===== src/hw/rtl/qcpw_pkg.sv =====
// Shared types, register codes and divider step functions for the quad corner point warp.
// Used by every module under hw/rtl; no dependencies of its own.
package qcpw_pkg;

    localparam int CfgIdxW  = 4;
    localparam int CfgDataW = 24;

    localparam int FracQW           = 18;
    localparam int FracRemW         = 15;
    localparam int FracStepsPerStage = 3;
    localparam int FracStages       = FracQW / FracStepsPerStage;

    localparam int TQW            = 42;
    localparam int TRemW          = 49;
    localparam int TStepsPerStage = 2;
    localparam int TStages        = TQW / TStepsPerStage;

    typedef logic signed [15:0] t_point;
    typedef logic        [14:0] t_size;
    typedef logic        [23:0] t_corner;
    typedef logic        [11:0] t_coord;
    typedef logic signed [17:0] t_frac;
    typedef logic signed [23:0] t_q8;
    typedef logic signed [47:0] t_prod;
    typedef logic signed [48:0] t_cross;
    typedef logic signed [41:0] t_tval;

    localparam t_frac FracMax = {1'b0, {17{1'b1}}};
    localparam t_frac FracMin = {1'b1, 17'd0};
    localparam logic [FracQW:0] FracNegLim = 19'd131072;
    localparam logic [TQW:0]    TLimMag    = 43'h100_0000_0000;
    localparam t_q8 OutMax = {1'b0, {23{1'b1}}};
    localparam t_q8 OutMin = {1'b1, 23'd0};

    typedef enum logic [CfgIdxW-1:0] {
        CfgBoundX   = 4'd0,
        CfgBoundY   = 4'd1,
        CfgBoundW   = 4'd2,
        CfgBoundH   = 4'd3,
        CfgCornerUl = 4'd4,
        CfgCornerUr = 4'd5,
        CfgCornerBl = 4'd6,
        CfgCornerBr = 4'd7
    } t_cfg_idx;

    typedef struct packed {
        logic neg;
        logic ovf;
        logic zero;
    } t_div_ctl;

    typedef struct packed {
        t_q8 lx;
        t_q8 ly;
        t_q8 ax;
        t_q8 ay;
    } t_line;

    typedef struct packed {
        t_q8  mapped_x;
        t_q8  mapped_y;
        logic ok;
        logic sat;
    } t_result;

    function automatic t_coord corner_x(input t_corner c);
        return c[11:0];
    endfunction

    function automatic t_coord corner_y(input t_corner c);
        return c[23:12];
    endfunction

    // one restoring step: returns {quotient bit, new remainder}
    function automatic logic [FracRemW:0] frac_step(input logic [FracRemW-1:0] rem,
                                                    input logic din, input t_size d);
        logic [FracRemW:0] s;
        logic [FracRemW:0] res;
        s = {rem, din};
        if (s >= {1'b0, d}) begin
            res = {1'b1, FracRemW'(s - {1'b0, d})};
        end else begin
            res = {1'b0, s[FracRemW-1:0]};
        end
        return res;
    endfunction

    function automatic logic [TRemW:0] t_step(input logic [TRemW-1:0] rem,
                                              input logic din, input logic [TRemW-1:0] d);
        logic [TRemW:0] s;
        logic [TRemW:0] res;
        s = {rem, din};
        if (s >= {1'b0, d}) begin
            res = {1'b1, TRemW'(s - {1'b0, d})};
        end else begin
            res = {1'b0, s[TRemW-1:0]};
        end
        return res;
    endfunction

    // {clamped flag, Q16.8 value}
    function automatic logic [24:0] clamp_q8(input logic signed [50:0] v);
        logic [24:0] res;
        if (v > 51'(OutMax)) begin
            res = {1'b1, OutMax};
        end else if (v < 51'(OutMin)) begin
            res = {1'b1, OutMin};
        end else begin
            res = {1'b0, v[23:0]};
        end
        return res;
    endfunction

endpackage


===== src/hw/rtl/qcpw_cfg_regs.sv =====
// Configuration register file: bounding box and the four target corners.
// Depends on qcpw_pkg for the register codes and field types.
module qcpw_cfg_regs import qcpw_pkg::*; (
    input  logic                i_clk,
    input  logic                i_rst_n,
    input  logic                i_cfg_valid,
    input  logic [CfgIdxW-1:0]  i_cfg_index,
    input  logic [CfgDataW-1:0] i_cfg_data,
    output t_point              o_bound_x,
    output t_point              o_bound_y,
    output t_size               o_bound_w,
    output t_size               o_bound_h,
    output t_corner             o_ul,
    output t_corner             o_ur,
    output t_corner             o_bl,
    output t_corner             o_br
);

    t_point  r_bound_x, r_bound_y;
    t_size   r_bound_w, r_bound_h;
    t_corner r_ul, r_ur, r_bl, r_br;

    always_ff @(posedge i_clk) begin
        if (!i_rst_n) begin
            r_bound_x <= '0;
            r_bound_y <= '0;
            r_bound_w <= 15'd16384;
            r_bound_h <= 15'd1600;
            r_ul      <= 24'd1048832;
            r_ur      <= 24'd1049344;
            r_bl      <= 24'd3145984;
            r_br      <= 24'd3146496;
        end else if (i_cfg_valid) begin
            unique case (i_cfg_index)
                CfgBoundX:   r_bound_x <= i_cfg_data[15:0];
                CfgBoundY:   r_bound_y <= i_cfg_data[15:0];
                CfgBoundW:   r_bound_w <= i_cfg_data[14:0];
                CfgBoundH:   r_bound_h <= i_cfg_data[14:0];
                CfgCornerUl: r_ul      <= i_cfg_data;
                CfgCornerUr: r_ur      <= i_cfg_data;
                CfgCornerBl: r_bl      <= i_cfg_data;
                CfgCornerBr: r_br      <= i_cfg_data;
                default: ;
            endcase
        end
    end

    assign o_bound_x = r_bound_x;
    assign o_bound_y = r_bound_y;
    assign o_bound_w = r_bound_w;
    assign o_bound_h = r_bound_h;
    assign o_ul      = r_ul;
    assign o_ur      = r_ur;
    assign o_bl      = r_bl;
    assign o_br      = r_br;

endmodule


===== config.mk =====
export PLATFORM = sky130hd
export DESIGN_NAME = qcpw_cfg_regs
export DESIGN_NICKNAME = d
export VERILOG_FILES = /design/src/hw/rtl/qcpw_pkg.sv /design/src/hw/rtl/qcpw_cfg_regs.sv
export SDC_FILE = /design/constraint.sdc
export NUM_CORES = 1
export LEC_CHECK = 0
export ABC_CLOCK_PERIOD_IN_PS = 1900
export BUFFER_PORTS_ARGS = -buffer_cell sky130_fd_sc_hd__buf_2
export CORE_UTILIZATION = 45
export DETAILED_ROUTE_END_ITERATION = 16
export GPL_ROUTABILITY_DRIVEN = 0
export GPL_TIMING_DRIVEN = 0
export PLACE_DENSITY = 0.72
export SYNTH_ARGS = -nofsm -noshare
export SYNTH_HDL_FRONTEND = slang
export SYNTH_SLANG_ARGS = --single-unit

===== constraint.sdc =====
create_clock -name i_clk -period 1.9 [get_ports i_clk]
set_input_delay 0.57 -clock i_clk [delete_from_list [all_inputs] [get_ports i_clk]]
set_output_delay 0.57 -clock i_clk [all_outputs]
set_load 0.02 [all_outputs]

==> metrics.md, run 1 <==
| Metric | Value |
|---|---|
| DRC violations left | 0 |
| Syn nets | 596 |
| Post-DRT Antenna Nets | 0 |
| Top cells by area, synth | dfxtp_1 55%, mux2i_1 25%, nand2_1 11% |
| Post-synthesis sequential area ratio | between 50% and 60% |
| Clock Path Buffers | 2 |
| Hold Path End | o_bound_w[14]$_SDFFE_PN1P_ |
| Clock Tree Root | clkbuf_16 |
| CTS Hold Bufs | 0 |
| Row cnt | just over 40 |
| Largest net degree at the start of global routing | 17 |
| Setup Fix Bufs, Post-CTS | 0 |
| Setup Viol. Count Final | 0 |
| Via count | 4723 |
| Max-cap viol count | 0 |
| Clk network pwr share | between 40% and 50% |
| P&R area growth vs syn | 31.31% |
| RSZ-0062 raised after global routing | no |
| CTS tree | built |
| WL final | ~16000 um |
| Sequential share of power | approximately 45% |
| H-tree lvl count | 4 |
| Post_cts resized | 0 |
| Final min period | 1682 ps |
| Min-Delay Path Class | in2reg |
| Avg WL per Cell | roughly 17 um |
| EDFF count, synth | 0 |
| Cell area after placement | ~6900 sq um |
| Worst r2r src | o_ur[20]$_SDFFE_PN1P_ |
| Nets | between 800 and 900 |
| Vias in the first global route | roughly 4700 |
| HP Start | i_cfg_data[14] |
| Crit path launch type | input port |
| Design area | 7594 sq um |
| Cell variety after synth | 24 |
| Synthesis-stage register bit count | around 160 |
| Headroom to the max-slew limit | between 50% and 60% |
| CP Data Required Time | ~2200 ps |
| Final Skew | 0 ps |
| Setup total negative slack | 0 ps |
| Hold Path Depth | 3 |
| DP HPWL | between 10000 and 15000 um |
| Worst Path Class, Setup | in2reg |
| Synth area leader | dfxtp_1 |
| Layout cell share with drive strength beyond 1 | a little under a third |
| Critical R2R Capture | o_ur[20]$_SDFFE_PN1P_ |
| Worst Path Arrival | roughly 2000 ps |
| Outcome | complete, no violations |
| R2r worst-path depth | 3 |
| Ys flop type | dfxtp_1 |
| Initial antenna violation count | 0 |
| Net Switching | around 1.6 mW |
| Height of the die | between 100 and 150 um |
| Peak VDD IR | 0.5325 mV |
| Die area | 13310 sq um |
| Gate power share | 5.5% |
| Gr usage total | around 26% |
| Fillers | 1107 |
| Max FO, Critical Path | 10 |
| Synth top area share | 54.69% |
| Fin worst setup slack | about 220 ps |
| R2R Setup Slk | around 1100 ps |
| Sw frac | 21.70% |
| IO Count | 189 |
| Avg Inst Size Synth | a little over 10 sq um |
| Initial drt markers | approximately 260 |
| Pre-antenna DRT Iters | 4 |
| Starting Density | a little under half |
| Worst-skew pair later-pin latency | about 430 ps |
| Global route overflow | 0 |
| Slew Limit Fails | 0 |
| Hold_ws | 410.1 ps |
| Fin util | between 60 and 70% |
| Power per Cell Area | 995.6 nW/um^2 |
| Final worst path period share | around nine tenths |
| Ys async rst share | 0% |
| Via/cell ratio | slightly below 5 |
| Area of the multi-input gates | about 2400 sq um |
| Clock-pin slew on the worst setup and hold paths | 60 ps |
| # clock sinks | ~160 |
| Leak | 4.142 nW |
| Fin. Hold Viols | 0 |
| Register Area | 3163 sq um |
| Pint | 5.919 mW |
| CORE AREA | around 13000 sq um |
| Worst-margin pin slew | 603.3 ps |
| Buffers on Ports | 187 |
| Synth warn | 0 |
| CP Capture Type | flip-flop |
| Fmax | 594.6 MHz |
| Cts bufs inserted | 17 |
| Syn Inst Count | approximately 570 |
| N_diodes | 0 |
| Die extent in x | 115.4 um |
| Cell area after synthesis | approximately 5800 sq um |
| DP Worst Slack | -163.2 ps |
| Global-route wire length before repair | 25140 um |
[cell usage in the layout, fill, tap and decap left out]
| cell type | count |
|---|---|
| a21boi_0 | 1 |
| a21oi_1 | 16 |
| nand4_1 | 2 |
| nand2b_1 | 8 |
| nand3_2 | 1 |
| buf_2 | 197 |
| inv_1 | 2 |
| clkinv_4 | 1 |
| dfxtp_1 | 158 |
| nor3b_4 | 1 |
| buf_6 | 1 |
| nor2_1 | 1 |
| and2b_1 | 1 |
| nand2_1 | 168 |
| bufinv_16 | 5 |
| o211ai_1 | 2 |
| and3_1 | 1 |
| nand3_1 | 1 |
| nand3b_1 | 1 |
| buf_4 | 5 |
| nand2_2 | 3 |
| clkbuf_1 | 24 |
| clkbuf_8 | 3 |
| and3b_1 | 1 |
| mux2i_1 | 147 |
| nor2b_1 | 10 |
| clkinvlp_4 | 3 |
| clkbuf_16 | 17 |
| and2_1 | 3 |
[synthesized netlist by cell type, types with 2 or more instances]
cell	n
a21oi_1	16
and2_1	3
buf_2	10
buf_4	5
clkbuf_1	21
dfxtp_1	158
inv_1	2
mux2i_1	147
nand2_1	168
nand2_2	3
nand2b_1	8
nand4_1	2
nor2b_1	10
o211ai_1	2
[kinds of logic after synthesis]
group / after synthesis / share of synthesized area (%)
DFF: 158 / 54.69
AOI/OAI and AO/OA: 19 / 1.774
and+or+nand+nor: 202 / 14.89
buffers and inverters: 39 / 3.202
muxes: 147 / 25.44
[critical path, cell delays in order]
cell	delay, ps
clkbuf_1	140
clkbuf_1	490
nand2_1	500
mux2i_1	300
[flip-flops by register name, summed over array words and instances (netlist names)]
register   cells
o_bound_x     16
o_bound_h     15
o_ul          24
o_bl          24
o_bound_y     16
o_ur          24
o_br          24
o_bound_w     15
[power groups by stage]
stage / Sequential (mW) / Clock [mW] / Combinational (mW)
after floorplan: 3.50 / 0 / 0.186
after global placement: 3.45 / 0 / 0.402
after detailed placement: 3.45 / 0 / 0.413
after CTS: 3.38 / 3.80 / 0.415
after global routing: 3.38 / 3.92 / 0.445
final: 3.38 / 3.77 / 0.413
[how the worst max path moves through the flow]
stage	slack [ps]	start	cells past startpoint	endpoint
2_1_floorplan	280	i_cfg_index[3]	5	o_bound_h[12]$_SDFFE_PN0P_
3_3_place_gp	-80	i_rst_n	5	o_bound_h[8]$_SDFFE_PN0P_
3_5_place_dp	-160	i_rst_n	4	o_bound_h[12]$_SDFFE_PN0P_
4_1_cts	240	i_rst_n	4	o_bound_y[12]$_SDFFE_PN0P_
5_1_grt	140	i_rst_n	4	o_bound_h[12]$_SDFFE_PN0P_
6_report	220	i_rst_n	4	o_bl[12]$_SDFFE_PN0P_
[layer usage]
metal  up-vias  track usage, %  wire, um
li1       2281               -         -
met1      2246           29.86      6748
met2       173           43.79      7994
met3        23           8.065      1284
met4         0           10.82       332
met5         -               0         0
[per-stage QoR]
stage / total power, mW / instances
after floorplan: 3.690 / 565
after global placement: 3.852 / 924
after detailed placement: 3.865 / 924
after CTS: 7.599 / 956
after global routing: 7.745 / 956
final: 7.560 / 956
[layout make-up]
cell class | instances | share of cell area, %
buffer | 37 | 2.340
clock buffer | 23 | 6.294
clock inverter | 9 | 2.389
inverter | 2 | 0.09886
multi-input combinational | 368 | 32.06
sequential | 158 | 41.65
tap | 172 | 2.834
timing repair buffer | 187 | 12.32
Note: power is estimated with default switching activity, not from simulation.
==> inputs of run 2 (changes only) <==
--- a/config.mk
+++ b/config.mk
@@ -5,13 +5,13 @@
 export SDC_FILE = /design/constraint.sdc
 export NUM_CORES = 1
 export LEC_CHECK = 0
-export ABC_CLOCK_PERIOD_IN_PS = 1900
+export ABC_CLOCK_PERIOD_IN_PS = 1500
 export BUFFER_PORTS_ARGS = -buffer_cell sky130_fd_sc_hd__buf_2
-export CORE_UTILIZATION = 45
+export CORE_UTILIZATION = 44
 export DETAILED_ROUTE_END_ITERATION = 16
 export GPL_ROUTABILITY_DRIVEN = 0
 export GPL_TIMING_DRIVEN = 0
-export PLACE_DENSITY = 0.72
+export PLACE_DENSITY = 0.74
 export SYNTH_ARGS = -nofsm -noshare
 export SYNTH_HDL_FRONTEND = slang
 export SYNTH_SLANG_ARGS = --single-unit
==> constraint.sdc (replaced) <==
create_clock -name i_clk -period 1.5 [get_ports i_clk]
set_input_delay 0.45 -clock i_clk [delete_from_list [all_inputs] [get_ports i_clk]]
set_output_delay 0.45 -clock i_clk [all_outputs]
set_load 0.02 [all_outputs]
==> run 2 against run 1 <==
  * Sequential share of layout area grew 0.44 points
  * Global-route usage shrank 0.16 points
  * Clock power grew 9.0%
  * Clock skew is the same
  * Setup slack lost 150 ps
  * Sequential power grew 27%
  * Final area shrank 1.1%
==> metrics.md, run 2 (synthesis gave the netlist of run 1 again) <==
| Metric | Value |
|---|---|
| Clock-pin slew on the worst setup and hold paths | 60 ps (about the same) |
| Height of the die | 116.6 um (was 115.4 um) |
| R2R Setup Slk | 730 ps (was 1140 ps) |
| Fmax | ~700 MHz |
| Via/cell ratio | 4.951 (was 4.940) |
| DP Worst Slack | -516.1 ps (was -163.2 ps) |
| Min-Delay Path Class | in2reg (unchanged) |
| IO Count | 189 (unchanged) |
| Peak VDD IR | 0.6628 mV (was 0.5325 mV) |
| Gr usage total | 25.57% (was 25.73%) |
| P&R area growth vs syn | 29.92% (was 31.31%) |
| Max FO, Critical Path | 10 (unchanged) |
| Clock Path Buffers | 2 (unchanged) |
| Final min period | 1430 ps |
| Crit path launch type | input port (unchanged) |
| Setup Fix Bufs, Post-CTS | 0 (unchanged) |
| Hold Path End | o_bound_w[14]$_SDFFE_PN1P_ (unchanged) |
| Hold Path Depth | 3 (unchanged) |
| Fin. Hold Viols | 0 (unchanged) |
| Commonest cells after routing, fill and taps aside | 197 x buf_2, 168 x nand2_1, 158 x dfxtp_1 (unchanged) |
| Die extent in x | 116.6 um (was 115.4 um) |
| Initial drt markers | 192 (was 258) |
| Setup total negative slack | 0 ps (unchanged) |
| Critical R2R Capture | o_ur[8]$_SDFFE_PN1P_ (was o_ur[20]$_SDFFE_PN1P_) |
| Headroom to the max-slew limit | 66.12% (was 59.78%) |
| Vias in the first global route | 4819 (was 4739) |
| CTS Hold Bufs | 0 (unchanged) |
| Post_cts resized | 1 (was 0) |
| Die area | 13610 sq um (was 13310 sq um) |
| Placed Instances | 924 (unchanged) |
| Commonest non-fill, non-tap cell in the layout | buf_2 (unchanged) |
| Avg WL per Cell | 17.27 um (was 17.11 um) |
| Via count | 4733 (was 4723) |
| Tot Pwr | 8.915 mW (was 7.560 mW) |
| Final Skew | 0 ps (unchanged) |
| Slew Limit Fails | 0 (unchanged) |
| HP Start | i_cfg_data[14] (unchanged) |
| CTS tree | built (unchanged) |
| Pre-antenna DRT Iters | 4 (unchanged) |
| N_diodes | 0 (unchanged) |
| Worst r2r src | o_ur[8]$_SDFFE_PN1P_ (was o_ur[20]$_SDFFE_PN1P_) |
| CP Data Required Time | 1780 ps (was 2240 ps) |
| Global-route wire length before repair | 25470 um (was 25140 um) |
| Cts bufs inserted | 17 (unchanged) |
| # clock sinks | 158 (unchanged) |
| Worst Path Class, Setup | in2reg (unchanged) |
| Row cnt | 41 (unchanged) |
| Fin util | 59.06% (was 60.42%) |
| Layout cell share with drive strength beyond 1 | 31.25% (was 30.23%) |
| WL final | 16510 um (was 16360 um) |
| Worst-skew pair later-pin latency | 410 ps (was 430 ps) |
| Layout Cells excl Fill | 956 (unchanged) |
| Max-cap viol count | 0 (unchanged) |
| Setup Viol. Count Final | 0 (unchanged) |
| Leak | 4.132 nW (was 4.142 nW) |
| Final worst path period share | a little over nine tenths |
| DRC violations left | 0 (unchanged) |
| Nets | 802 (unchanged) |
| Clock Tree Root | clkbuf_16 (unchanged) |
| Power per Cell Area | 1186 nW/um^2 (was 995.6 nW/um^2) |
| Outcome | complete, no violations (unchanged) |
| Starting Density | 45.46% (was 46.01%) |
| Largest net degree at the start of global routing | 17 (unchanged) |
| Worst Path Arrival | 1710 ps (was 2020 ps) |
| Initial antenna violation count | 0 (unchanged) |
| R2r worst-path depth | 3 (unchanged) |
| DP HPWL | 12290 um (was 11930 um) |
| CORE AREA | 12720 sq um (was 12570 sq um) |
| Worst-margin pin slew | 508.2 ps (was 603.3 ps) |
| Fin worst setup slack | 69.56 ps (was 218.3 ps) |
| H-tree lvl count | 4 (unchanged) |
| CP Capture Type | flip-flop (unchanged) |
| Buffers on Ports | 187 (unchanged) |
| Post-DRT Antenna Nets | 0 (unchanged) |
| Global route overflow | 0 (unchanged) |
## run 2: changes by cell type in the layout (fill, tap and decap cells not counted)
cell / change
buf_1: +1
bufinv_16: -4
clkbuf_1: -9
clkbuf_2: +6
clkbuf_8: +1
clkinv_2: +5
clkinv_4: +1
clkinvlp_4: -1
## run 2: power breakdown
part           switching [mW]  leakage (nW)  total, mW  internal, mW
Combinational           0.367          2.57      0.526         0.159
Clock                    1.66         0.282       4.11          2.45
Sequential             0.0290          1.28       4.28          4.25
Total                    2.06          4.13       8.91          6.86
## run 2: worst max-delay path by stage
| stage | start | to | slack (ps) | cells after the start |
|---|---|---|---|---|
| 2_1_floorplan | i_cfg_index[3] | o_bound_h[12]$_SDFFE_PN0P_ | 1 | 5 |
| 3_3_place_gp | i_rst_n | o_bound_h[12]$_SDFFE_PN0P_ | -420 | 4 |
| 3_5_place_dp | i_rst_n | o_bl[10]$_SDFFE_PN0P_ | -520 | 4 |
| 4_1_cts | i_rst_n | o_bound_h[8]$_SDFFE_PN0P_ | 20 | 5 |
| 5_1_grt | i_rst_n | o_bound_y[11]$_SDFFE_PN0P_ | -7 | 5 |
| 6_report | i_cfg_index[3] | o_bound_x[10]$_SDFFE_PN0P_ | 70 | 5 |
## run 2: critical path, stage by stage
cell     delay (ps)
buf_2           120
nor3b_4         400
nand2_2         270
buf_2           300
mux2i_1         160
## run 2: final cells by class
type	count	area [sq um]
Inverter	2	7.507
Clock buffer	22	484.2
Timing Repair Buffer	187	935.9
Multi-Input combinational cell	368	2435
Buffer	37	185.2
Fill cell	1154	5209
Sequential cell	158	3163
Tap cell	172	215.2
Clock inverter	10	87.58
## run 2: stage by stage
stage                     area (sq um)  hold slack [ps]
after global routing              7513            291.0
final                             7513            299.8
after global placement            6934            441.0
after detailed placement          6934            442.8
after CTS                         7507            287.8
after floorplan                   5783            533.2
## run 2: metal layers
| layer | global-route usage (%) | routed length (um) |
|---|---|---|
| met2 | 43.94 | 7946 |
| met1 | 29.95 | 7107 |
| met5 | 0 | 0 |
| met4 | 10.80 | 341 |
| met3 | 7.058 | 1116 |
