$ cat src/hw/rtl/qcpw_pkg.sv
// Shared types, register codes and divider step functions for the quad corner point warp.
// Used by every module under hw/rtl; no dependencies of its own.
package qcpw_pkg;

    localparam int CfgIdxW  = 4;
    localparam int CfgDataW = 24;

    localparam int FracQW           = 18;
    localparam int FracRemW         = 15;
    localparam int FracStepsPerStage = 3;
    localparam int FracStages       = FracQW / FracStepsPerStage;

    localparam int TQW            = 42;
    localparam int TRemW          = 49;
    localparam int TStepsPerStage = 2;
    localparam int TStages        = TQW / TStepsPerStage;

    typedef logic signed [15:0] t_point;
    typedef logic        [14:0] t_size;
    typedef logic        [23:0] t_corner;
    typedef logic        [11:0] t_coord;
    typedef logic signed [17:0] t_frac;
    typedef logic signed [23:0] t_q8;
    typedef logic signed [47:0] t_prod;
    typedef logic signed [48:0] t_cross;
    typedef logic signed [41:0] t_tval;

    localparam t_frac FracMax = {1'b0, {17{1'b1}}};
    localparam t_frac FracMin = {1'b1, 17'd0};
    localparam logic [FracQW:0] FracNegLim = 19'd131072;
    localparam logic [TQW:0]    TLimMag    = 43'h100_0000_0000;
    localparam t_q8 OutMax = {1'b0, {23{1'b1}}};
    localparam t_q8 OutMin = {1'b1, 23'd0};

    typedef enum logic [CfgIdxW-1:0] {
        CfgBoundX   = 4'd0,
        CfgBoundY   = 4'd1,
        CfgBoundW   = 4'd2,
        CfgBoundH   = 4'd3,
        CfgCornerUl = 4'd4,
        CfgCornerUr = 4'd5,
        CfgCornerBl = 4'd6,
        CfgCornerBr = 4'd7
    } t_cfg_idx;

    typedef struct packed {
        logic neg;
        logic ovf;
        logic zero;
    } t_div_ctl;

    typedef struct packed {
        t_q8 lx;
        t_q8 ly;
        t_q8 ax;
        t_q8 ay;
    } t_line;

    typedef struct packed {
        t_q8  mapped_x;
        t_q8  mapped_y;
        logic ok;
        logic sat;
    } t_result;

    function automatic t_coord corner_x(input t_corner c);
        return c[11:0];
    endfunction

    function automatic t_coord corner_y(input t_corner c);
        return c[23:12];
    endfunction

    // one restoring step: returns {quotient bit, new remainder}
    function automatic logic [FracRemW:0] frac_step(input logic [FracRemW-1:0] rem,
                                                    input logic din, input t_size d);
        logic [FracRemW:0] s;
        logic [FracRemW:0] res;
        s = {rem, din};
        if (s >= {1'b0, d}) begin
            res = {1'b1, FracRemW'(s - {1'b0, d})};
        end else begin
            res = {1'b0, s[FracRemW-1:0]};
        end
        return res;
    endfunction

    function automatic logic [TRemW:0] t_step(input logic [TRemW-1:0] rem,
                                              input logic din, input logic [TRemW-1:0] d);
        logic [TRemW:0] s;
        logic [TRemW:0] res;
        s = {rem, din};
        if (s >= {1'b0, d}) begin
            res = {1'b1, TRemW'(s - {1'b0, d})};
        end else begin
            res = {1'b0, s[TRemW-1:0]};
        end
        return res;
    endfunction

    // {clamped flag, Q16.8 value}
    function automatic logic [24:0] clamp_q8(input logic signed [50:0] v);
        logic [24:0] res;
        if (v > 51'(OutMax)) begin
            res = {1'b1, OutMax};
        end else if (v < 51'(OutMin)) begin
            res = {1'b1, OutMin};
        end else begin
            res = {1'b0, v[23:0]};
        end
        return res;
    endfunction

endpackage

$ cat src/hw/rtl/qcpw_frac_div.sv
// Pipelined restoring divider giving a clamped Q2.16 box fraction, floor rounded.
// Depends on qcpw_pkg; one instance per axis.
module qcpw_frac_div import qcpw_pkg::*; (
    input  logic   i_clk,
    input  logic   i_rst_n,
    input  logic   i_en,
    input  logic   i_valid,
    input  t_point i_point,
    input  t_point i_origin,
    input  t_size  i_size,
    output logic   o_valid,
    output t_frac  o_frac
);

    logic [FracStages+1:0] r_v;
    logic [FracRemW-1:0]   r_rem [0:FracStages];
    logic [FracQW-1:0]     r_q   [0:FracStages];
    logic [FracQW-1:0]     r_lo  [0:FracStages];
    t_div_ctl              r_ctl [0:FracStages];
    t_frac                 r_frac;

    logic [FracRemW-1:0] n_rem [0:FracStages];
    logic [FracQW-1:0]   n_q   [0:FracStages];
    logic [FracQW-1:0]   n_lo  [0:FracStages];
    t_div_ctl            n_ctl0;
    t_frac               n_frac;

    always_comb begin
        logic signed [16:0] diff;
        logic        [16:0] mag;
        diff = 17'(i_point) - 17'(i_origin);
        mag  = diff[16] ? 17'(-diff) : 17'(diff);
        n_ctl0.neg  = diff[16];
        n_ctl0.ovf  = mag >= {i_size, 2'b00};
        n_ctl0.zero = (i_size == '0);
        n_rem[0] = mag[16:2];
        n_q[0]   = '0;
        n_lo[0]  = {mag[1:0], 16'd0};
    end

    always_comb begin
        logic [FracRemW-1:0] rem;
        logic [FracQW-1:0]   q;
        logic [FracQW-1:0]   lo;
        logic [FracRemW:0]   st;
        for (int k = 1; k <= FracStages; k++) begin
            rem = r_rem[k-1];
            q   = r_q[k-1];
            lo  = r_lo[k-1];
            for (int j = 0; j < FracStepsPerStage; j++) begin
                st  = frac_step(rem, lo[FracQW-1], i_size);
                rem = st[FracRemW-1:0];
                q   = {q[FracQW-2:0], st[FracRemW]};
                lo  = {lo[FracQW-2:0], 1'b0};
            end
            n_rem[k] = rem;
            n_q[k]   = q;
            n_lo[k]  = lo;
        end
    end

    always_comb begin
        logic [FracQW-1:0] q;
        logic [FracQW:0]   up;
        t_div_ctl          ctl;
        q   = r_q[FracStages];
        ctl = r_ctl[FracStages];
        up  = {1'b0, q} + (FracQW+1)'(|r_rem[FracStages]);
        if (ctl.zero) begin
            n_frac = '0;
        end else if (!ctl.neg) begin
            n_frac = (ctl.ovf || q[FracQW-1]) ? FracMax : t_frac'(q);
        end else begin
            n_frac = (ctl.ovf || up > FracNegLim) ? FracMin : t_frac'((FracQW+1)'(0) - up);
        end
    end

    always_ff @(posedge i_clk) begin
        if (!i_rst_n) begin
            r_v <= '0;
        end else if (i_en) begin
            r_v <= {r_v[FracStages:0], i_valid};
        end
    end

    always_ff @(posedge i_clk) begin
        if (i_en) begin
            r_ctl[0] <= n_ctl0;
            for (int k = 0; k <= FracStages; k++) begin
                r_rem[k] <= n_rem[k];
                r_q[k]   <= n_q[k];
                r_lo[k]  <= n_lo[k];
            end
            for (int k = 1; k <= FracStages; k++) begin
                r_ctl[k] <= r_ctl[k-1];
            end
            r_frac <= n_frac;
        end
    end

    assign o_valid = r_v[FracStages+1];
    assign o_frac  = r_frac;

endmodule

$ cat config.mk
export PLATFORM = sky130hd
export DESIGN_NAME = qcpw_frac_div
export DESIGN_NICKNAME = d
export VERILOG_FILES = /design/src/hw/rtl/qcpw_pkg.sv /design/src/hw/rtl/qcpw_frac_div.sv
export SDC_FILE = /design/constraint.sdc
export NUM_CORES = 1
export LEC_CHECK = 0
export ABC_AREA = 1
export BUFFER_PORTS_ARGS = -buffer_cell sky130_fd_sc_hd__buf_2
export CAP_MARGIN = 40
export CORE_MARGIN = 2
export CORE_UTILIZATION = 60
export DETAILED_ROUTE_END_ITERATION = 7
export PLACE_DENSITY = 0.77
export SKIP_LAST_GASP = 1
export SYNTH_ARGS = -nofsm -noshare
export SYNTH_HDL_FRONTEND = slang
export SYNTH_SLANG_ARGS = --single-unit
$ cat constraint.sdc
create_clock -name i_clk -period 8.6 [get_ports i_clk]
set_clock_uncertainty 0.1 [all_clocks]
set_input_delay 0.43 -clock i_clk [delete_from_list [all_inputs] [get_ports i_clk]]
set_output_delay 0.43 -clock i_clk [all_outputs]
set_load 0.05 [all_outputs]
==> results of run 1 <==
## sequential cells by signal, indices dropped and copies added, names as in the netlist
register,count
o_frac,18
r_v,8
r_lo,2
r_rem,105
r_q,63
r_ctl,21
## path summary, 6_finish.rpt
path          startpoint          end  slack, ns  cells after the start
max reg2reg  r_lo[0][14]  r_rem[1][5]       1.65                     36
max            i_size[6]  r_rem[6][8]       1.44                     33
min              i_rst_n       r_v[1]       0.07                      3
min reg2reg   r_q[4][10]   r_q[5][13]       0.31                      0
## tightest hold or removal path: stages
cell and delay [ns]:
buf_2 0.14, o21ai_0 0.07, nor2_1 0.04
## per-layer routing
metal	track usage, %	vias to the layer above	share of wire, %	wire length [µm]
li1	-	12600	-	-
met1	41.1	11100	44	31100
met2	54.0	763	46	32600
met3	2.85	161	5.6	3970
met4	14.8	0	4.9	3470
met5	0	-	0	0
## cell usage in the layout (no fill, tap or decap), drive strengths merged, types with 11 or more instances in the layout
cell,synthesis,layout
nand2,1139,1139
inv,367,369
a21oi,304,304
ha,295,295
nor2,288,288
nand3,287,287
o21ai,228,228
edfxtp,209,209
xor2,114,114
buf,47,105
xnor2,95,95
nand4,86,86
or2,32,32
nand3b,26,26
clkbuf,10,26
a21o,21,21
nor3,20,20
o21a,17,17
o31ai,14,14
clkinv,2,12
o21bai,11,11
## through the flow
| step | util (%) | hold WS, ns | setup slack (ns) | area, µm² |
|---|---|---|---|---|
| 2_1_floorplan | - | 0.300 | 2.72 | 25600 |
| 3_3_place_gp | 63.2 | 0.301 | 1.19 | 26600 |
| 3_5_place_dp | 63.3 | 0.305 | 1.10 | 26600 |
| 4_1_cts | 65.4 | 0.0486 | 1.68 | 27500 |
| 5_1_grt | 65.4 | 0.0755 | 0.908 | 27500 |
| 6_report | 65.4 | 0.0671 | 1.44 | 27500 |
## kinds of logic after synthesis
family	share of synthesized area, %
buffers and inverters	6.83
and+or+nand+nor	32.3
xor gates and xnor gates	7.17
AOI/OAI and AO/OA	13.5
DFF	25.1
adders and majority gates	15.1
## area by class of cell
type	count	area (µm²)	share of cell area, %
clock buffer	26	629	2.29
clock inverter	20	250	0.910
tap	539	674	2.45
timing repair buffer	106	663	2.41
sequential	217	6440	23.4
inverter	369	1390	5.04
multi-input combinational	3039	17400	63.5
## what timing repair did
| item | CTS | global route |
|---|---|---|
| gates resized for setup | 0 | 0 |
| hold buffers | 1 | 0 |
| endpoints found under the hold margin | 1 | 0 |
| setup endpoints to repair | 0 | 0 |
==> reports/results.txt, run 1 <==
Worst Hold Class: input port to flip-flop
Top Ports: 70
Wire per inst: 16.5 µm
CP Launch Type: input port
Crit path kind: input port to flip-flop
Clk sinks: 217
Gr usage total: 31.8%
Tightest Pin Transition: 1.06 ns
First-pass GRT wire length: 114,000 µm
Crit path DAT: 7.37 ns
Row Count: 75
Final worst path period need: 7.16 ns
Number of flops mapped to enable cells by yosys: 209
Largest net degree at the start of global routing: 139
Clock Pin Slew Worst Setup and Hold Paths: 0.06 ns
Die H: 211 µm
F_max: 140 MHz
Vias: 24,600
Crit Path Max Fanout: 18
Vias in the first global route: 22,500
Post-CTS setup buffer count: 0
Area leader, netlist: edfxtp_1
Setup tns final: 0 ns
Netlist cell types: 55
Slew headroom: 29.1%
Overflow after GRT: 0
# setup viols final: 0
Max Cap Viol: 0
# fillers: 3,854
IO buf count: 69
Status: finished clean
Layout cell share with drive strength beyond 1: 7.12%
Fin cells: 4,316
CTS root buffer: clkbuf_16
Seq/Total Area, Yosys: 25.1%
Top FF cell, synth: edfxtp_1
Post-synth top cells: nand2_1, inv_1, a21oi_1
Fin. max-slew vios: 0
CP dominant cell by count: nand2_1
Drc violations: 0
Crit end category: flip-flop
Cells after Synth: 3,682
Area Overhead vs Synth: 7.22%
CTS H-tree depth: 1
DR vias/cell: 5.70
Synthesized area per cell: 6.96 µm²
Ant. Diodes: 0
TritonCTS clock tree: built
Top post-synthesis cells by area: edfxtp_1, nand2_1, ha_1
DR iter-0 viols: 1,900
Nets: 4,113
Core Area: 42,000 µm²
Die Footprint: 44,400 µm²
Synth top area share: 24.5%
Dpl cells: 4,269
Width of the die: 211 µm
Number of antenna-violating nets in the routed design: 0
Crit-path leading delay family: simple AND/OR/NAND/NOR gates
Syn Nets: 4,037
Clock latency on the worst-skew pair: 0.56 ns
CTS Buf Count: 25
DP Wirelength: 55,900 µm
Synth async-reset ratio: 0%
RSZ-0062 raised after global routing: false
Placer Congestion: 0.969
Slowest-stage cell, CP: inv_1
Post-Route WL: 71,200 µm
Buffers & Inverters on Critical Path: 5
Clock Tree Buf Depth: 3
Initial Utilization: 61.0%
Initial antenna violation count: 0
Yosys reg bits: 217
Most common cell in the netlist: nand2_1
Period utilization: 83.3%
WP data required: 8.80 ns
Crit-path max cell delay: 0.52 ns
Final Hold Viols: 0
DR pass1 iterations: 7
YS warnings: 0
Mapped Area: 25,600 µm²
Power of run 1 is left out: the tool's default activity adds up to more than one toggle a clock period on the data nets, which glitch-free logic cannot reach.
==> run 2, diff against run 1 <==
==> constraint.sdc (replaced) <==
create_clock -name i_clk -period 7.4 [get_ports i_clk]
set_clock_uncertainty 0.1 [all_clocks]
set_input_delay 0.37 -clock i_clk [delete_from_list [all_inputs] [get_ports i_clk]]
set_output_delay 0.37 -clock i_clk [all_outputs]
set_load 0.05 [all_outputs]
==> run 2 against run 1 <==
- routed wire length rose by 2.6%
- cell area rose by 0.52%
- die area did not move
- worst hold slack improved by 0.17 ns
- count of clock-buffer cells in the layout rose by 3
- non-clock buffer count rose by 12
- sequential share of layout area fell by 0.12 points
- global-route usage rose by 0.96 points
- via count rose by 1.1%
- highest routed layer is now met5
==> reports/results.txt, run 2 (synthesized netlist as in run 1, its figures left out) <==
Largest net degree at the start of global routing: 114
Fin. max-slew vios: 0
Commonest non-fill, non-tap cells in the layout: nand2_1, inv_1, a21oi_1
R2R Setup Slk: 0.63 ns
Initial Utilization: 61.0%
First-pass GRT wire length: 118,000 µm
Wire per inst: 16.9 µm
Crit path DAT: 7.08 ns
Tightest Pin Transition: 0.808 ns
Drc violations: 0
Top Ports: 70
Vias: 24,900
Crit-path max cell delay: 0.47 ns
Clock latency on the worst-skew pair: 0.57 ns
Width of the die: 211 µm
Core Area: 42,000 µm²
Number of antenna-violating nets in the routed design: 0
CP dominant cell by count: nand2_1
R2R cell count: 33
Crit path kind: flip-flop to flip-flop
Vias in the first global route: 23,100
Clock Pin Slew Worst Setup and Hold Paths: 0.07 ns
TritonCTS clock tree: built
DP Wirelength: 57,500 µm
CTS Buf Count: 26
Area Overhead vs Synth: 7.78%
Clk sinks: 217
DR pass1 iterations: 6
Crit-path leading delay family: simple AND/OR/NAND/NOR gates
Biggest registers after layout: r_rem: 105 flops, r_q: 63 flops, r_ctl: 21 flops
RR Endpoint: r_rem[1][3]
Die H: 211 µm
Placer Congestion: 1.01
Hold path depth: 1
RSZ-0062 raised after global routing: false
Hold EP: r_q[2][3]
Slowest-stage cell, CP: o21ai_0
Period utilization: 91.5%
Gr usage total: 32.8%
Clock Tree Buf Depth: 3
Status: finished clean
Post-CTS setup buffer count: 0
Dpl ws: 0.0752 ns
Commonest non-fill, non-tap cell in the layout: nand2_1
Ant. Diodes: 0
# setup viols final: 0
CP Launch Type: flip-flop
Max reg flops: 105
Row Count: 75
Nets: 4,126
Layout cell share with drive strength beyond 1: 7.33%
DR vias/cell: 5.74
Max Cap Viol: 0
# fillers: 3,829
Buffers & Inverters on Critical Path: 4
IO buf count: 69
Crit Path Max Fanout: 21
Slew headroom: 46.1%
Final worst path period need: 6.77 ns
WP data required: 7.72 ns
HP Start: i_en
Die Footprint: 44,400 µm²
F_max: 148 MHz
Initial antenna violation count: 1
Final Hold Viols: 0
Crit end category: flip-flop
CTS root buffer: clkbuf_16
Overflow after GRT: 0
DR iter-0 viols: 2,029
Biggest register: r_rem
Reg2reg start: r_rem[0][11]
Setup tns final: 0 ns
Setup ws final: 0.632 ns
Worst Hold Class: input port to flip-flop
CTS H-tree depth: 1
Post-Route WL: 73,000 µm
[run 2: changes by cell type in the layout (fill, tap and decap cells not counted), sizes merged]
cell,change
clkinvlp,-2
dlygate4sd3,+1
buf,+11
clkbuf,+3
clkinv,+1
[run 2: worst reg2reg max path, delay by kind of cell (launching register included)]
family	cells	cell delay, ns
compound gates	4	1.24
fa+ha+maj	3	1.24
flops	1	0.46
buf+inv	4	0.63
simple gates	22	2.95
[run 2: repair_timing]
action	4_1_cts	5_1_grt
gates resized for setup	0	8
hold buffers	2	0
hold endpoints to repair	3	0
setup endpoints to repair	0	16
[run 2: layout make-up]
class | count | area (µm²) | share of cell area (%)
Multi-Input combinational cell | 3039 | 17500 | 63.2
Clock inverter | 19 | 215 | 0.779
Sequential cell | 217 | 6440 | 23.3
Timing Repair Buffer | 118 | 773 | 2.80
Clock buffer | 29 | 683 | 2.47
Tap cell | 539 | 674 | 2.44
Inverter | 369 | 1390 | 5.01
[run 2: stage by stage]
stage	util, %	area [µm²]	hold slack (ns)	std cells
after global routing	65.7	27600	0.293	4330
final	65.7	27600	0.233	4330
after detailed placement	63.5	26700	0.305	4280
after global placement	63.5	26700	0.301	4279
after CTS	65.7	27600	0.243	4330
after floorplan	-	25600	0.300	3682
[run 2: how the worst max path moves through the flow]
stage,start,end,slack [ns],cells after the start
final,r_rem[0][11],r_rem[1][3],0.63,33
after global placement,i_size[1],r_rem[1][14],0.17,35
after global routing,r_rem[0][10],r_rem[1][14],0.02,31
after detailed placement,i_size[1],r_rem[1][5],0.08,37
after CTS,r_rem[0][11],r_rem[1][3],0.42,33
after floorplan,i_size[1],r_rem[1][10],1.58,36
[run 2: routing by layer]
metal	GRT usage [%]	wire length, µm	up-vias
met2	55.1	33300	825
met1	44.1	32300	11200
met3	3.54	4550	152
li1	-	-	12700
met5	0	13	-
met4	11.2	2810	2
Power of run 2 is left out for the same reason.
==> run 3, diff against run 2 <==
--- a/config.mk
+++ b/config.mk
@@ -10,8 +10,9 @@
 export CAP_MARGIN = 40
 export CORE_MARGIN = 2
 export CORE_UTILIZATION = 60
+export CTS_CLUSTER_DIAMETER = 60
 export DETAILED_ROUTE_END_ITERATION = 7
-export PLACE_DENSITY = 0.77
+export PLACE_DENSITY = 0.87
 export SKIP_LAST_GASP = 1
 export SYNTH_ARGS = -nofsm -noshare
 export SYNTH_HDL_FRONTEND = slang
==> run 3 against run 2 <==
- count of clock-buffer cells in the layout is 1 higher
- critical path depth is 2 higher
- setup slack worse by 0.076 ns
- routed wire length is 0.83% lower
- via count is 1.7% higher
- cell count is 0.32% higher
- worst hold slack worse by 0.076 ns
- register-to-register slack worse by 0.08 ns
- non-clock buffer count is 9 higher
- cell area is 0.50% higher
- global-route usage is 0.38 points lower
==> reports/results.txt, run 3 (synthesized netlist as in run 1, its figures left out) <==
DP Wirelength: 57,000 µm
TritonCTS clock tree: built
Initial Utilization: 61.0%
CP Launch Type: flip-flop
Ant. Diodes: 0
Vias in the first global route: 23,700
Fin cells: 4,344
Post-Route WL: 72,400 µm
Clock Pin Slew Worst Setup and Hold Paths: 0.06 ns
Area Overhead vs Synth: 8.32%
Crit path DAT: 7.13 ns
Top Ports: 70
Die Footprint: 44,400 µm²
Crit Path Max Fanout: 19
Dpl cells: 4,288
Slew headroom: 41.1%
Buffers & Inverters on Critical Path: 5
WP data required: 7.69 ns
Final worst path period need: 6.84 ns
Placer Congestion: 0.990
CP dominant cell by count: nand2_1
Crit end category: flip-flop
Crit-path max cell delay: 0.43 ns
Tightest Pin Transition: 0.884 ns
Crit path kind: flip-flop to flip-flop
Largest net degree at the start of global routing: 77
Max Cap Viol: 0
Clock latency on the worst-skew pair: 0.59 ns
Vias: 25,300
Commonest non-fill, non-tap cells in the layout: nand2_1, inv_1, a21oi_1
CTS root buffer: clkbuf_16
Clock Tree Buf Depth: 3
Core Area: 42,000 µm²
# setup viols final: 0
DR pass1 iterations: 6
Row Count: 75
IO buf count: 69
Fin. max-slew vios: 0
Crit-path leading delay family: simple AND/OR/NAND/NOR gates
Wire per inst: 16.7 µm
Drc violations: 0
Biggest register: r_rem
Worst Hold Class: input port to flip-flop
RSZ-0062 raised after global routing: true
Biggest registers after layout: r_rem: 105 flops, r_q: 63 flops, r_ctl: 21 flops
DR iter-0 viols: 2,451
Number of antenna-violating nets in the routed design: 0
First-pass GRT wire length: 117,000 µm
Clk sinks: 217
Max reg flops: 105
F_max: 146 MHz
Slowest-stage cell, CP: fa_1
DR vias/cell: 5.82
Nets: 4,138
Status: finished clean
Overflow after GRT: 0
Layout cell share with drive strength beyond 1: 7.75%
CTS H-tree depth: 1
Die H: 211 µm
Initial antenna violation count: 1
Post-CTS setup buffer count: 0
Period utilization: 92.5%
Width of the die: 211 µm
Gr usage total: 32.4%
CTS Buf Count: 29
Final Hold Viols: 0
Commonest non-fill, non-tap cell in the layout: nand2_1
run 3: cell count changes in the layout (fill, tap and decap cells not counted), sizes merged:
cell,delta
bufinv,-1
buf,+8
clkinv,-1
clkinvlp,+3
clkbuf,+1
dlygate4sd3,+1
inv,+3
run 3: metal layers:
| metal | global-route usage [%] | up-vias | wire [µm] |
|---|---|---|---|
| li1 | - | 12700 | - |
| met1 | 41.6 | 11300 | 30400 |
| met2 | 55.6 | 1071 | 33500 |
| met3 | 3.70 | 209 | 5410 |
| met4 | 13.3 | 2 | 3080 |
| met5 | 0 | - | 13 |
run 3: final timing paths:
check | slack, ns | from | end | cells past startpoint
hold / removal | 0.16 | i_en | r_rem[4][13] | 1
setup / recovery | 0.56 | r_lo[0][14] | r_rem[1][14] | 35
hold reg to reg | 0.31 | r_q[5][4] | r_q[6][7] | 0
setup reg to reg | 0.56 | r_lo[0][14] | r_rem[1][14] | 35
run 3: area by class of cell:
cell class                 instances  area [µm²]
clock buffer                      30         729
clock inverter                    23         254
fill                            3750       14300
inverter                         369        1390
multi-input combinational       3039       17500
sequential                       217        6440
tap                              539         674
timing repair buffer             127         838
run 3: metrics by stage:
| step | setup TNS, ns | util, % | area (µm²) | hold slack, ns | setup slack, ns |
|---|---|---|---|---|---|
| final | 0 | 66.1 | 27800 | 0.157 | 0.556 |
| after global routing | -0.0440 | 66.1 | 27800 | 0.185 | -0.0335 |
| after CTS | 0 | 66.0 | 27800 | 0.170 | 0.437 |
| after detailed placement | 0 | 63.6 | 26800 | 0.305 | 0.0706 |
| after global placement | 0 | 63.5 | 26700 | 0.301 | 0.145 |
| after floorplan | 0 | - | 25600 | 0.300 | 1.58 |
run 3: what timing repair did:
item                       4_1_cts  5_1_grt
setup endpoints to repair        0       15
hold buffers                     3        0
gates resized for setup          0        4
hold endpoints to repair         8        0
Power of run 3 is left out for the same reason.
